[src/rtl/core/degree_capped_kruskal_edge_acceptor_defines.svh]
// assertion helpers used by the acceptor rtl file
// each macro expects clk and arst_n in scope
`ifndef DEGREE_CAPPED_KRUSKAL_EDGE_ACCEPTOR_DEFINES_SVH
`define DEGREE_CAPPED_KRUSKAL_EDGE_ACCEPTOR_DEFINES_SVH

// same-cycle implication
`define DCKA_ASSERT_IMPL(name, ante, cons, msg) \
	name: assert property (@(posedge clk) disable iff (!arst_n) (ante) |-> (cons)) \
		else $error(msg);

// next-cycle implication
`define DCKA_ASSERT_NEXT(name, ante, cons, msg) \
	name: assert property (@(posedge clk) disable iff (!arst_n) (ante) |=> (cons)) \
		else $error(msg);

`endif

[src/rtl/core/dcka_pkg.sv]
`default_nettype none

package dcka_pkg;

	// fixed field widths
	localparam int NODE_W      = 6;
	localparam int NODE_SPAN   = 2 ** NODE_W;
	localparam int DEG_W       = 6;
	localparam int COUNT_W     = 6;
	localparam int NCOUNT_W    = 7;
	localparam int IN_TDATA_W  = 24;
	localparam int OUT_TDATA_W = 16;

	localparam logic [COUNT_W-1:0] COUNT_MAX = '1;
	localparam logic [NCOUNT_W-1:0] NCOUNT_RESET = 7'd64;

	localparam logic MODE_LOAD = 1'b0;
	localparam logic MODE_EDGE = 1'b1;

	typedef enum logic [2:0] {
		OUT_ACCEPTED   = 3'd0,
		OUT_AT_CAP     = 3'd1,
		OUT_SAME_COMP  = 3'd2,
		OUT_COMPLETE   = 3'd3,
		OUT_CAP_LOADED = 3'd4
	} outcome_t;

	// input payload, node_a in the lowest bits
	typedef struct packed {
		logic [DEG_W-1:0]  cap_value;
		logic [NODE_W-1:0] node_b;
		logic [NODE_W-1:0] node_a;
	} in_data_t;

	// result payload, outcome in the lowest bits
	typedef struct packed {
		logic               tree_complete;
		logic [COUNT_W-1:0] edges_added;
		outcome_t           outcome;
	} result_t;

	// per-node degree record
	typedef struct packed {
		logic [DEG_W-1:0] cap;
		logic [DEG_W-1:0] degree;
	} deg_word_t;

endpackage

`default_nettype wire

[src/rtl/core/degree_capped_kruskal_edge_acceptor.sv]
// Greedy spanning-tree edge acceptor with per-node degree caps. Each input
// transaction is either a cap load (tuser 0: store cap_value as the degree cap
// of node_a) or an edge offer (tuser 1: node_a to node_b, offered in weight
// order). An edge is taken only if the tree is not yet complete, both endpoints
// are below their caps and the endpoints sit in different union-find sets;
// find uses path halving, union is by size with the node_a root winning ties.
// Every input transaction yields exactly one output transaction with the
// outcome, the accepted edge count and the completion flag. Node indices wrap
// modulo MAX_NODES; node_count is clamped to 2..MAX_NODES. Per-node state sits
// in two single-read-port memories (parent/size and cap/degree). After reset
// an init sweep fills them while s_tready stays low;
// node_count writes are taken at any time. An edge offer while the tree is
// complete goes straight to the result; otherwise both degree records are
// read, the caps checked, both finds run and, for distinct sets, the union
// written. Each path-halving step makes two reads of the parent memory, one
// per parent hop. The next input is taken while a result still waits in the
// output register; a result is only held back if that register is still
// occupied when the next one finishes.
`default_nettype none

`include "degree_capped_kruskal_edge_acceptor_defines.svh"

module degree_capped_kruskal_edge_acceptor #(
	parameter int MAX_NODES = 64
) (
	input  wire                                    clk,
	input  wire                                    arst_n,
	// node_count register
	input  wire                                    cfg_we,
	input  wire  [dcka_pkg::NCOUNT_W-1:0]          cfg_wdata,
	// input items
	input  wire                                    s_tvalid,
	output logic                                   s_tready,
	input  wire  [dcka_pkg::IN_TDATA_W-1:0]        s_tdata,  // node_a[5:0], node_b[11:6], cap_value[17:12]
	input  wire                                    s_tuser,  // mode
	// results
	output logic                                   m_tvalid,
	input  wire                                    m_tready,
	output logic [dcka_pkg::OUT_TDATA_W-1:0]       m_tdata   // outcome[2:0], edges_added[8:3], tree_complete[9]
);

	localparam int IDX_W    = $clog2(MAX_NODES);
	localparam int SZ_W     = $clog2(MAX_NODES + 1);
	localparam int LINK_W   = SZ_W + IDX_W;
	localparam int CMP_W    = (SZ_W > dcka_pkg::NCOUNT_W) ? SZ_W : dcka_pkg::NCOUNT_W;

	// one-hot sequencer
	typedef enum logic [8:0] {
		S_IDLE    = 9'b000000001,
		S_DEG_A   = 9'b000000010,
		S_DEG_B   = 9'b000000100,
		S_CAP_CHK = 9'b000001000,
		S_FIND_P  = 9'b000010000,
		S_FIND_GP = 9'b000100000,
		S_JOIN1   = 9'b001000000,
		S_JOIN2   = 9'b010000000,
		S_FINISH  = 9'b100000000
	} state_t;

	state_t                         state_q;
	state_t                         state_d;

	// register and counters
	logic [dcka_pkg::NCOUNT_W-1:0]  node_count_q;
	logic [dcka_pkg::COUNT_W-1:0]   count_q;
	logic                           find_b_q;
	logic                           out_valid_q;

	// item context
	logic                           mode_q;
	logic [IDX_W-1:0]               a_q;
	logic [IDX_W-1:0]               b_q;
	logic [dcka_pkg::DEG_W-1:0]     cap_q;
	dcka_pkg::deg_word_t            deg_a_q;
	dcka_pkg::deg_word_t            deg_b_q;
	dcka_pkg::outcome_t             outcome_q;
	dcka_pkg::result_t              out_data_q;

	// find walk
	logic [IDX_W-1:0]               x_q;
	logic [SZ_W-1:0]                xsz_q;
	logic [IDX_W-1:0]               ra_q;
	logic [IDX_W-1:0]               rb_q;
	logic [SZ_W-1:0]                sa_q;
	logic [SZ_W-1:0]                sb_q;

	// memory ports
	logic                           link_we;
	logic [IDX_W-1:0]               link_waddr;
	logic [LINK_W-1:0]              link_wdata;
	logic [IDX_W-1:0]               link_raddr;
	logic [LINK_W-1:0]              link_rdata;
	logic                           deg_we;
	logic [IDX_W-1:0]               deg_waddr;
	dcka_pkg::deg_word_t            deg_wdata;
	logic [IDX_W-1:0]               deg_raddr;
	dcka_pkg::deg_word_t            deg_rdata;
	logic                           clr_busy;

	dcka_pkg::in_data_t             in_d;
	logic                           in_acc;
	logic                           out_load;
	logic [IDX_W-1:0]               rd_parent;
	logic [SZ_W-1:0]                rd_size;
	logic                           at_root;
	logic                           b_wins;
	logic [IDX_W-1:0]               big_root;
	logic [IDX_W-1:0]               small_root;
	logic [SZ_W-1:0]                small_size;
	logic [CMP_W-1:0]               nc_ext;
	logic [CMP_W-1:0]               eff_nodes;
	logic                           complete;

	// index wrap table, node field value modulo MAX_NODES
	logic [IDX_W-1:0]               idx_map [dcka_pkg::NODE_SPAN];

	for (genvar g = 0; g < dcka_pkg::NODE_SPAN; g++) begin : g_idx_map
		assign idx_map[g] = IDX_W'(g % MAX_NODES);
	end

	dcka_node_store #(
		.MAX_NODES (MAX_NODES)
	) u_store (
		.clk        (clk),
		.arst_n     (arst_n),
		.link_we    (link_we),
		.link_waddr (link_waddr),
		.link_wdata (link_wdata),
		.link_raddr (link_raddr),
		.link_rdata (link_rdata),
		.deg_we     (deg_we),
		.deg_waddr  (deg_waddr),
		.deg_wdata  (deg_wdata),
		.deg_raddr  (deg_raddr),
		.deg_rdata  (deg_rdata),
		.clr_busy   (clr_busy)
	);

	assign in_d     = dcka_pkg::in_data_t'(s_tdata[$bits(dcka_pkg::in_data_t)-1:0]);
	assign s_tready = (state_q == S_IDLE) && !clr_busy;
	assign in_acc   = s_tvalid && s_tready;
	assign out_load = (state_q == S_FINISH) && (!out_valid_q || m_tready);

	// link word read back for the node under x_q
	assign rd_parent = link_rdata[IDX_W-1:0];
	assign rd_size   = link_rdata[LINK_W-1:IDX_W];
	assign at_root   = (rd_parent == x_q);

	// union by size, node_a root keeps ties
	assign b_wins     = (sa_q < sb_q);
	assign big_root   = b_wins ? rb_q : ra_q;
	assign small_root = b_wins ? ra_q : rb_q;
	assign small_size = b_wins ? sa_q : sb_q;

	// tree complete once count reaches clamped node count minus one
	always_comb begin
		nc_ext = CMP_W'(node_count_q);
		if (nc_ext < CMP_W'(2)) begin
			eff_nodes = CMP_W'(2);
		end else if (nc_ext > CMP_W'(MAX_NODES)) begin
			eff_nodes = CMP_W'(MAX_NODES);
		end else begin
			eff_nodes = nc_ext;
		end
		complete = (CMP_W'(count_q) >= (eff_nodes - CMP_W'(1)));
	end

	// sequencer and memory port control
	always_comb begin
		state_d    = state_q;
		link_we    = 1'b0;
		link_waddr = x_q;
		link_wdata = {xsz_q, rd_parent};
		link_raddr = x_q;
		deg_we     = 1'b0;
		deg_waddr  = a_q;
		deg_wdata  = deg_a_q;
		deg_raddr  = a_q;
		case (state_q)
			S_IDLE: begin
				if (in_acc) begin
					state_d = (s_tuser == dcka_pkg::MODE_EDGE && complete) ? S_FINISH : S_DEG_A;
				end
			end
			S_DEG_A: begin
				deg_raddr = a_q;
				state_d   = S_DEG_B;
			end
			S_DEG_B: begin
				deg_raddr = b_q;
				if (mode_q == dcka_pkg::MODE_LOAD) begin
					// keep the degree, replace the cap
					deg_we    = 1'b1;
					deg_waddr = a_q;
					deg_wdata = '{cap: cap_q, degree: deg_rdata.degree};
					state_d   = S_FINISH;
				end else begin
					state_d = S_CAP_CHK;
				end
			end
			S_CAP_CHK: begin
				if ((deg_a_q.degree >= deg_a_q.cap) || (deg_rdata.degree >= deg_rdata.cap)) begin
					state_d = S_FINISH;
				end else begin
					link_raddr = a_q;
					state_d    = S_FIND_P;
				end
			end
			S_FIND_P: begin
				if (at_root) begin
					if (!find_b_q) begin
						link_raddr = b_q;
					end else begin
						state_d = (x_q == ra_q) ? S_FINISH : S_JOIN1;
					end
				end else begin
					link_raddr = rd_parent;
					state_d    = S_FIND_GP;
				end
			end
			S_FIND_GP: begin
				// halve: x points at its grandparent, walk on from there
				link_we    = 1'b1;
				link_waddr = x_q;
				link_wdata = {xsz_q, rd_parent};
				link_raddr = rd_parent;
				state_d    = S_FIND_P;
			end
			S_JOIN1: begin
				link_we    = 1'b1;
				link_waddr = small_root;
				link_wdata = {small_size, big_root};
				deg_we     = 1'b1;
				deg_waddr  = a_q;
				deg_wdata  = '{cap: deg_a_q.cap, degree: deg_a_q.degree + 1'b1};
				state_d    = S_JOIN2;
			end
			S_JOIN2: begin
				link_we    = 1'b1;
				link_waddr = big_root;
				link_wdata = {SZ_W'(sa_q + sb_q), big_root};
				deg_we     = 1'b1;
				deg_waddr  = b_q;
				deg_wdata  = '{cap: deg_b_q.cap, degree: deg_b_q.degree + 1'b1};
				state_d    = S_FINISH;
			end
			S_FINISH: begin
				if (out_load) begin
					state_d = S_IDLE;
				end
			end
			default: begin
				state_d = S_IDLE;
			end
		endcase
	end

	// control state
	always_ff @(posedge clk or negedge arst_n) begin
		if (!arst_n) begin
			state_q      <= S_IDLE;
			node_count_q <= dcka_pkg::NCOUNT_RESET;
			count_q      <= '0;
			find_b_q     <= 1'b0;
			out_valid_q  <= 1'b0;
		end else begin
			state_q <= state_d;
			if (cfg_we) begin
				node_count_q <= cfg_wdata;
			end
			// saturating edge count
			if (state_q == S_JOIN2 && count_q != dcka_pkg::COUNT_MAX) begin
				count_q <= count_q + 1'b1;
			end
			if (state_q == S_CAP_CHK) begin
				find_b_q <= 1'b0;
			end else if (state_q == S_FIND_P && at_root) begin
				find_b_q <= 1'b1;
			end
			if (out_load) begin
				out_valid_q <= 1'b1;
			end else if (m_tready) begin
				out_valid_q <= 1'b0;
			end
		end
	end

	// item context and walk registers
	always_ff @(posedge clk) begin
		if (in_acc) begin
			mode_q    <= s_tuser;
			a_q       <= idx_map[in_d.node_a];
			b_q       <= idx_map[in_d.node_b];
			cap_q     <= in_d.cap_value;
			outcome_q <= (s_tuser == dcka_pkg::MODE_EDGE) ? dcka_pkg::OUT_COMPLETE
			                                              : dcka_pkg::OUT_CAP_LOADED;
		end
		case (state_q)
			S_DEG_B: begin
				deg_a_q <= deg_rdata;
			end
			S_CAP_CHK: begin
				deg_b_q   <= deg_rdata;
				x_q       <= a_q;
				outcome_q <= dcka_pkg::OUT_AT_CAP;
			end
			S_FIND_P: begin
				xsz_q <= rd_size;
				if (at_root) begin
					if (!find_b_q) begin
						ra_q <= x_q;
						sa_q <= rd_size;
						x_q  <= b_q;
					end else begin
						rb_q      <= x_q;
						sb_q      <= rd_size;
						outcome_q <= dcka_pkg::OUT_SAME_COMP;
					end
				end
			end
			S_FIND_GP: begin
				x_q <= rd_parent;
			end
			S_JOIN2: begin
				outcome_q <= dcka_pkg::OUT_ACCEPTED;
			end
			default: begin
			end
		endcase
		if (out_load) begin
			out_data_q <= '{tree_complete: complete, edges_added: count_q, outcome: outcome_q};
		end
	end

	assign m_tvalid = out_valid_q;
	assign m_tdata  = dcka_pkg::OUT_TDATA_W'(out_data_q);

	// edge count moves only on a union
	`DCKA_ASSERT_NEXT(a_count_only_on_join, state_q != S_JOIN2, $stable(count_q), "edge count changed outside a union")
	// union never merges a set with itself
	`DCKA_ASSERT_IMPL(a_join_distinct_roots, state_q == S_JOIN1, ra_q != rb_q, "union of equal roots")
	// both endpoints were below their caps
	`DCKA_ASSERT_IMPL(a_join_under_cap, state_q == S_JOIN1, (deg_a_q.degree < deg_a_q.cap) && (deg_b_q.degree < deg_b_q.cap), "union with an endpoint at its cap")
	// an accepted transaction always starts work
	`DCKA_ASSERT_NEXT(a_accept_leaves_idle, in_acc, state_q != S_IDLE, "input accepted but sequencer stayed idle")

endmodule

`default_nettype wire

[src/rtl/core/dcka_node_store.sv]
`default_nettype none

module dcka_node_store #(
	parameter int MAX_NODES = 64
) (
	input  wire                                    clk,
	input  wire                                    arst_n,
	input  wire                                    link_we,
	input  wire  [$clog2(MAX_NODES)-1:0]           link_waddr,
	input  wire  [$clog2(MAX_NODES+1)+$clog2(MAX_NODES)-1:0] link_wdata,
	input  wire  [$clog2(MAX_NODES)-1:0]           link_raddr,
	output logic [$clog2(MAX_NODES+1)+$clog2(MAX_NODES)-1:0] link_rdata,
	input  wire                                    deg_we,
	input  wire  [$clog2(MAX_NODES)-1:0]           deg_waddr,
	input  dcka_pkg::deg_word_t                    deg_wdata,
	input  wire  [$clog2(MAX_NODES)-1:0]           deg_raddr,
	output dcka_pkg::deg_word_t                    deg_rdata,
	output logic                                   clr_busy
);

	localparam int IDX_W  = $clog2(MAX_NODES);
	localparam int SZ_W   = $clog2(MAX_NODES + 1);
	localparam int LINK_W = SZ_W + IDX_W;

	// link word is {size, parent}
	logic [LINK_W-1:0]    link_mem [MAX_NODES];
	dcka_pkg::deg_word_t  deg_mem  [MAX_NODES];

	logic                 clr_busy_q;
	logic [IDX_W-1:0]     clr_idx_q;

	logic                 l_we;
	logic [IDX_W-1:0]     l_waddr;
	logic [LINK_W-1:0]    l_wdata;
	logic                 d_we;
	logic [IDX_W-1:0]     d_waddr;
	dcka_pkg::deg_word_t  d_wdata;

	// init sweep: parent = self, size = 1, degree and cap = 0
	always_ff @(posedge clk or negedge arst_n) begin
		if (!arst_n) begin
			clr_busy_q <= 1'b1;
			clr_idx_q  <= '0;
		end else if (clr_busy_q) begin
			if (clr_idx_q == IDX_W'(MAX_NODES - 1)) begin
				clr_busy_q <= 1'b0;
			end else begin
				clr_idx_q <= clr_idx_q + 1'b1;
			end
		end
	end

	always_comb begin
		l_we    = clr_busy_q | link_we;
		l_waddr = clr_busy_q ? clr_idx_q : link_waddr;
		l_wdata = clr_busy_q ? {SZ_W'(1), clr_idx_q} : link_wdata;
		d_we    = clr_busy_q | deg_we;
		d_waddr = clr_busy_q ? clr_idx_q : deg_waddr;
		d_wdata = clr_busy_q ? '0 : deg_wdata;
	end

	// write-first bypass on same-address read
	always_ff @(posedge clk) begin
		if (l_we) begin
			link_mem[l_waddr] <= l_wdata;
		end
		if (l_we && (l_waddr == link_raddr)) begin
			link_rdata <= l_wdata;
		end else begin
			link_rdata <= link_mem[link_raddr];
		end
	end

	always_ff @(posedge clk) begin
		if (d_we) begin
			deg_mem[d_waddr] <= d_wdata;
		end
		if (d_we && (d_waddr == deg_raddr)) begin
			deg_rdata <= d_wdata;
		end else begin
			deg_rdata <= deg_mem[deg_raddr];
		end
	end

	assign clr_busy = clr_busy_q;

endmodule

`default_nettype wire
[config.mk]
export PLATFORM = sky130hd
export DESIGN_NAME = degree_capped_kruskal_edge_acceptor
export DESIGN_NICKNAME = d
export VERILOG_FILES = /design/src/rtl/core/dcka_pkg.sv /design/src/rtl/core/degree_capped_kruskal_edge_acceptor.sv /design/src/rtl/core/dcka_node_store.sv
export VERILOG_INCLUDE_DIRS = /design/src /design/src/rtl/core
export SDC_FILE = /design/constraint.sdc
export NUM_CORES = 2
export LEC_CHECK = 0
export BUFFER_PORTS_ARGS = -buffer_cell sky130_fd_sc_hd__buf_2
export CORE_UTILIZATION = 50
export CTS_CLUSTER_SIZE = 30
export DETAILED_ROUTE_END_ITERATION = 8
export GPL_TIMING_DRIVEN = 0
export PLACE_DENSITY = 0.71
export SLEW_MARGIN = 20
export SYNTH_ARGS = -nofsm -noshare
export SYNTH_HDL_FRONTEND = slang
export SYNTH_SLANG_ARGS = --single-unit
[constraint.sdc]
create_clock -name clk -period 6.8 [get_ports clk]
set_input_delay 2.04 -clock clk [delete_from_list [all_inputs] [get_ports clk]]
set_output_delay 2.04 -clock clk [all_outputs]
set_load 0.05 [all_outputs]
==> flow_metrics.tcl <==
set metrics [dict create \
    outcome "complete, no violations" \
    placed_area_mm2 0.0738 \
    initial_antenna_violation_count 4 \
    layout_worst_path_cycle_share 0.970 \
    cts_hold_buffers 0 \
    insertion_delay_ns 0.80 \
    finalWorstPathRequiredPeriod_ns 6.59 \
    vdd_drop_max_uv 237 \
    synth_edf_count 1692 \
    h_tree_depth_reported_by_cts 4 \
    fp.dieH_um 373 \
    cts_setup_buffers 0 \
    synth.yosys.seq_area_share 0.755 \
    multi_input_comb_area_mm2 0.0166 \
    distinct_cell_type_count_after_synthesis 73 \
    std_cell_rows 135 \
    clock_tree.buffer_depth 3 \
    r2r_setup_slack_ns 0.21 \
    wl_per_cell_um 33.0 \
    final_design_area_no_fill_mm2 0.0793 \
    cp_slowest_stage_delay_ns 0.80 \
    final.setup.tns_ns 0 \
    clock_skew_ns 0.0306 \
    fraction_of_final_layout_cells_with_drive_strength_greater_than_1 0.299 \
    initial_utilization 0.506 \
    first_global_vias 35100 \
    clockRootBuffer "sky130_fd_sc_hd__clkbuf_16" \
    overall_power_mw 24.1 \
    rsz0062_at_grt "false" \
    timing.final.ws_setup_ns 0.207 \
    power.leakage_nw 23.7 \
    whs_path_depth 0 \
    tritoncts "built" \
    timing.max_slew.rel_slack 0.142 \
    worstSetupEndpointType "flip-flop" \
    hold_path.class "flip-flop to flip-flop" \
    detail_route.iter0.violations 4939 \
    synthToLayoutAreaGrowth_pct 15.3 \
    core_mm2 0.136 \
    synthesis.instances 3268 \
    finalSetupViolations 0 \
    cts_buffers 174 \
    synth.avg_cell_area_um2 21.0 \
    ios 55 \
    die-width_um 373 \
    worst_hold_end "m_tdata[1]$_DFFE_PP_" \
    nets 3674 \
    number_of_vias_in_the_routed_layout 35700 \
    max_slew.worst_pin.slew_ns 1.29 \
    grt_start_max_net_pins 43 \
    cp_data_arrival_time_ns 7.20 \
    synth.ff_latch_count 1738 \
    dpl_worst_slack_ns -0.156 \
    floorplan.die_area_mm2 0.139 \
    critical_path_class "flip-flop to flip-flop" \
    timing.critical_path.cells "clkbuf_1 -> clkdlybuf4s15_1 -> clkbuf_2 -> mux4_2 -> mux4_2 -> mux4_2 -> ha_1 -> nand2b_1 -> a21o_1 -> a21o_1 -> a21o_1 -> a21o_1 -> a221oi_1 -> o21ai_0 -> a221oi_1 -> o21ai_1" \
    yosys_warning_count 0 \
    final-seq-area_mm2 0.0519 \
    max_clock_freq_mhz 152 \
    postRouteAntennaNets 0 \
    filler_cell_count 9503 \
    cts.sinks 1738 \
    reg2regPathDepth 16 \
    critical_path.max_fanout 10 \
    half_perimeter_wire_length_of_the_detailed_placement_result_um 124000 \
    clkTransAtPathRegs_ns 0.06 \
    critical_path.slowest_cell "sky130_fd_sc_hd__clkdlybuf4s15_1" \
    worstPathRequired_ns 7.41 \
    remaining_drc_errors 0 \
    finalHoldViolCount 0 \
    global_route_wire_length_before_repair_um 258000 \
    detail_route.wirelength_um 182000 \
    path_common_cell "sky130_fd_sc_hd__a21o_1" \
    total_power_divided_by_cell_area_mw_per_mm2 305 \
    min-delay-start "outcome_q[1]$_DFF_P_" \
    start_kind "flip-flop" \
    post_drt_via_cell_ratio 6.47 \
    timing.max_cap.violations 0 \
    gpl.final_weighted_congestion 0.965 \
    grt_residual_overflow 0 \
    drtPass1Iterations 6 \
    netlist_area_mm2 0.0687 \
    main_flop_type_after_synthesis "sky130_fd_sc_hd__edfxtp_1" \
    n_antenna_cell 0 \
    slew_violations 0 \
    grtUsageTotal 0.263 \
    port_buffers 41 \
    synth_async_reset_ratio 0.0178 \
]
[kinds of logic (layout without fill, tap and decap cells)]
logic type / Yosys count / count (layout) / share of synthesized area
xor gates and xnor gates: 30 / 30 / 0.00382
DFF: 1738 / 1738 / 0.755
buffers and inverters: 195 / 660 / 0.0126
muxes: 579 / 579 / 0.169
AOI/OAI and AO/OA: 216 / 216 / 0.0218
other: 1 / 6 / 0.0000545
adders and majority gates: 36 / 36 / 0.00666
and+or+nand+nor: 473 / 473 / 0.0316
[repair_timing]
item / 4_1_cts / 5_1_grt
resized for setup: 1 / 9
hold endpoints to repair: 0 / 0
endpoints found under the setup margin: 3 / 5
[synth_stat cells (24+ instances only)]
library cell               number  area share
sky130_fd_sc_hd__edfxtp_1    1692        0.74
sky130_fd_sc_hd__mux4_2       461        0.15
sky130_fd_sc_hd__nor2_1       208       0.011
sky130_fd_sc_hd__nand2_1      110      0.0060
sky130_fd_sc_hd__mux2i_1       97       0.014
sky130_fd_sc_hd__clkbuf_1      81      0.0044
sky130_fd_sc_hd__a21oi_1       50      0.0036
sky130_fd_sc_hd__a22oi_1       43      0.0047
sky130_fd_sc_hd__ha_1          35      0.0064
sky130_fd_sc_hd__buf_2         33      0.0024
sky130_fd_sc_hd__inv_1         31      0.0017
sky130_fd_sc_hd__nand3_1       30      0.0022
sky130_fd_sc_hd__dfrtp_1       28       0.010
sky130_fd_sc_hd__o21ai_0       28      0.0020
sky130_fd_sc_hd__buf_1         24      0.0013
[sequential cells by signal, indices dropped and copies added, names as in the netlist, 9 cells and up, named ones only]
name / flops
state_q: 9
deg_a_q: 12
u_store.deg_mem: 768
u_store.link_mem: 832
deg_b_q: 12
m_tdata: 10
[routing by layer]
metal	global-route usage	part of all wire	up-vias	wire length (um)
li1	-	-	14300	-
met1	0.359	0.38	18800	69000
met2	0.410	0.47	2182	85800
met3	0.0575	0.10	415	18300
met4	0.117	0.050	6	9130
met5	0	0.00021	-	38
[critical path, delay by kind of cell, from the launching register on]
family	cells	cell delay, ns
buffers and inverters	3	1.83
adders and majority gates	1	0.30
and+or+nand+nor	1	0.15
DFF	1	0.36
AOI/OAI and AO/OA	8	2.20
muxes	3	1.55
[through the flow]
stage / instances / util / hold slack [ns]
after CTS: 5520 / 0.583 / 0.431
after floorplan: 3273 / - / 0.403
after global routing: 5519 / 0.583 / 0.435
final: 5519 / 0.583 / 0.432
after global placement: 5095 / 0.524 / 0.417
after detailed placement: 5207 / 0.542 / 0.420
[cells in the final DEF (no fill, tap or decap), types with 32 or more instances in the layout]
| cell type | Yosys | routed |
|---|---|---|
| sky130_fd_sc_hd__a21oi_1 | 50 | 41 |
| sky130_fd_sc_hd__a22oi_1 | 43 | 43 |
| sky130_fd_sc_hd__buf_2 | 33 | 88 |
| sky130_fd_sc_hd__buf_6 | 5 | 32 |
| sky130_fd_sc_hd__buf_8 | 0 | 40 |
| sky130_fd_sc_hd__clkbuf_1 | 81 | 108 |
| sky130_fd_sc_hd__clkbuf_16 | 0 | 180 |
| sky130_fd_sc_hd__clkinv_1 | 5 | 47 |
| sky130_fd_sc_hd__edfxtp_1 | 1692 | 1692 |
| sky130_fd_sc_hd__ha_1 | 35 | 35 |
| sky130_fd_sc_hd__mux2i_1 | 97 | 97 |
| sky130_fd_sc_hd__mux4_2 | 461 | 461 |
| sky130_fd_sc_hd__nand2_1 | 110 | 110 |
| sky130_fd_sc_hd__nor2_1 | 208 | 72 |
| sky130_fd_sc_hd__nor2_2 | 0 | 128 |
[how the worst max path moves through the flow]
stage | endpoint | start | cells after the start
2_1_floorplan | u_store.link_mem[0][5]$_DFFE_PP_ | sa_q[1]$_DFFE_PP_ | 10
3_3_place_gp | u_store.link_mem[34][1]$_DFFE_PP_ | flip-flop | 9
3_5_place_dp | flip-flop | flip-flop | 16
4_1_cts | flip-flop | flip-flop | 16
5_1_grt | flip-flop | flip-flop | 16
6_report | flip-flop | flip-flop | 16
[layout make-up]
type / count / area share
flip-flops and latches: 1738 / 0.655
multi-input cells: 1340 / 0.209
clock buffers: 216 / 0.0587
well taps: 1781 / 0.0281
repair buffers: 153 / 0.0274
clock inverters: 97 / 0.0106
plain buffers: 158 / 0.00968
inverters: 36 / 0.00170
[report_power, final]
part / switching [mW] / total, mW / internal, mW
Combinational: 1.70 / 2.88 / 1.18
Sequential: 0.0590 / 12.0 / 11.9
Clock: 4.04 / 9.31 / 5.28
No activity file was read; power rests on OpenSTA's default activity.
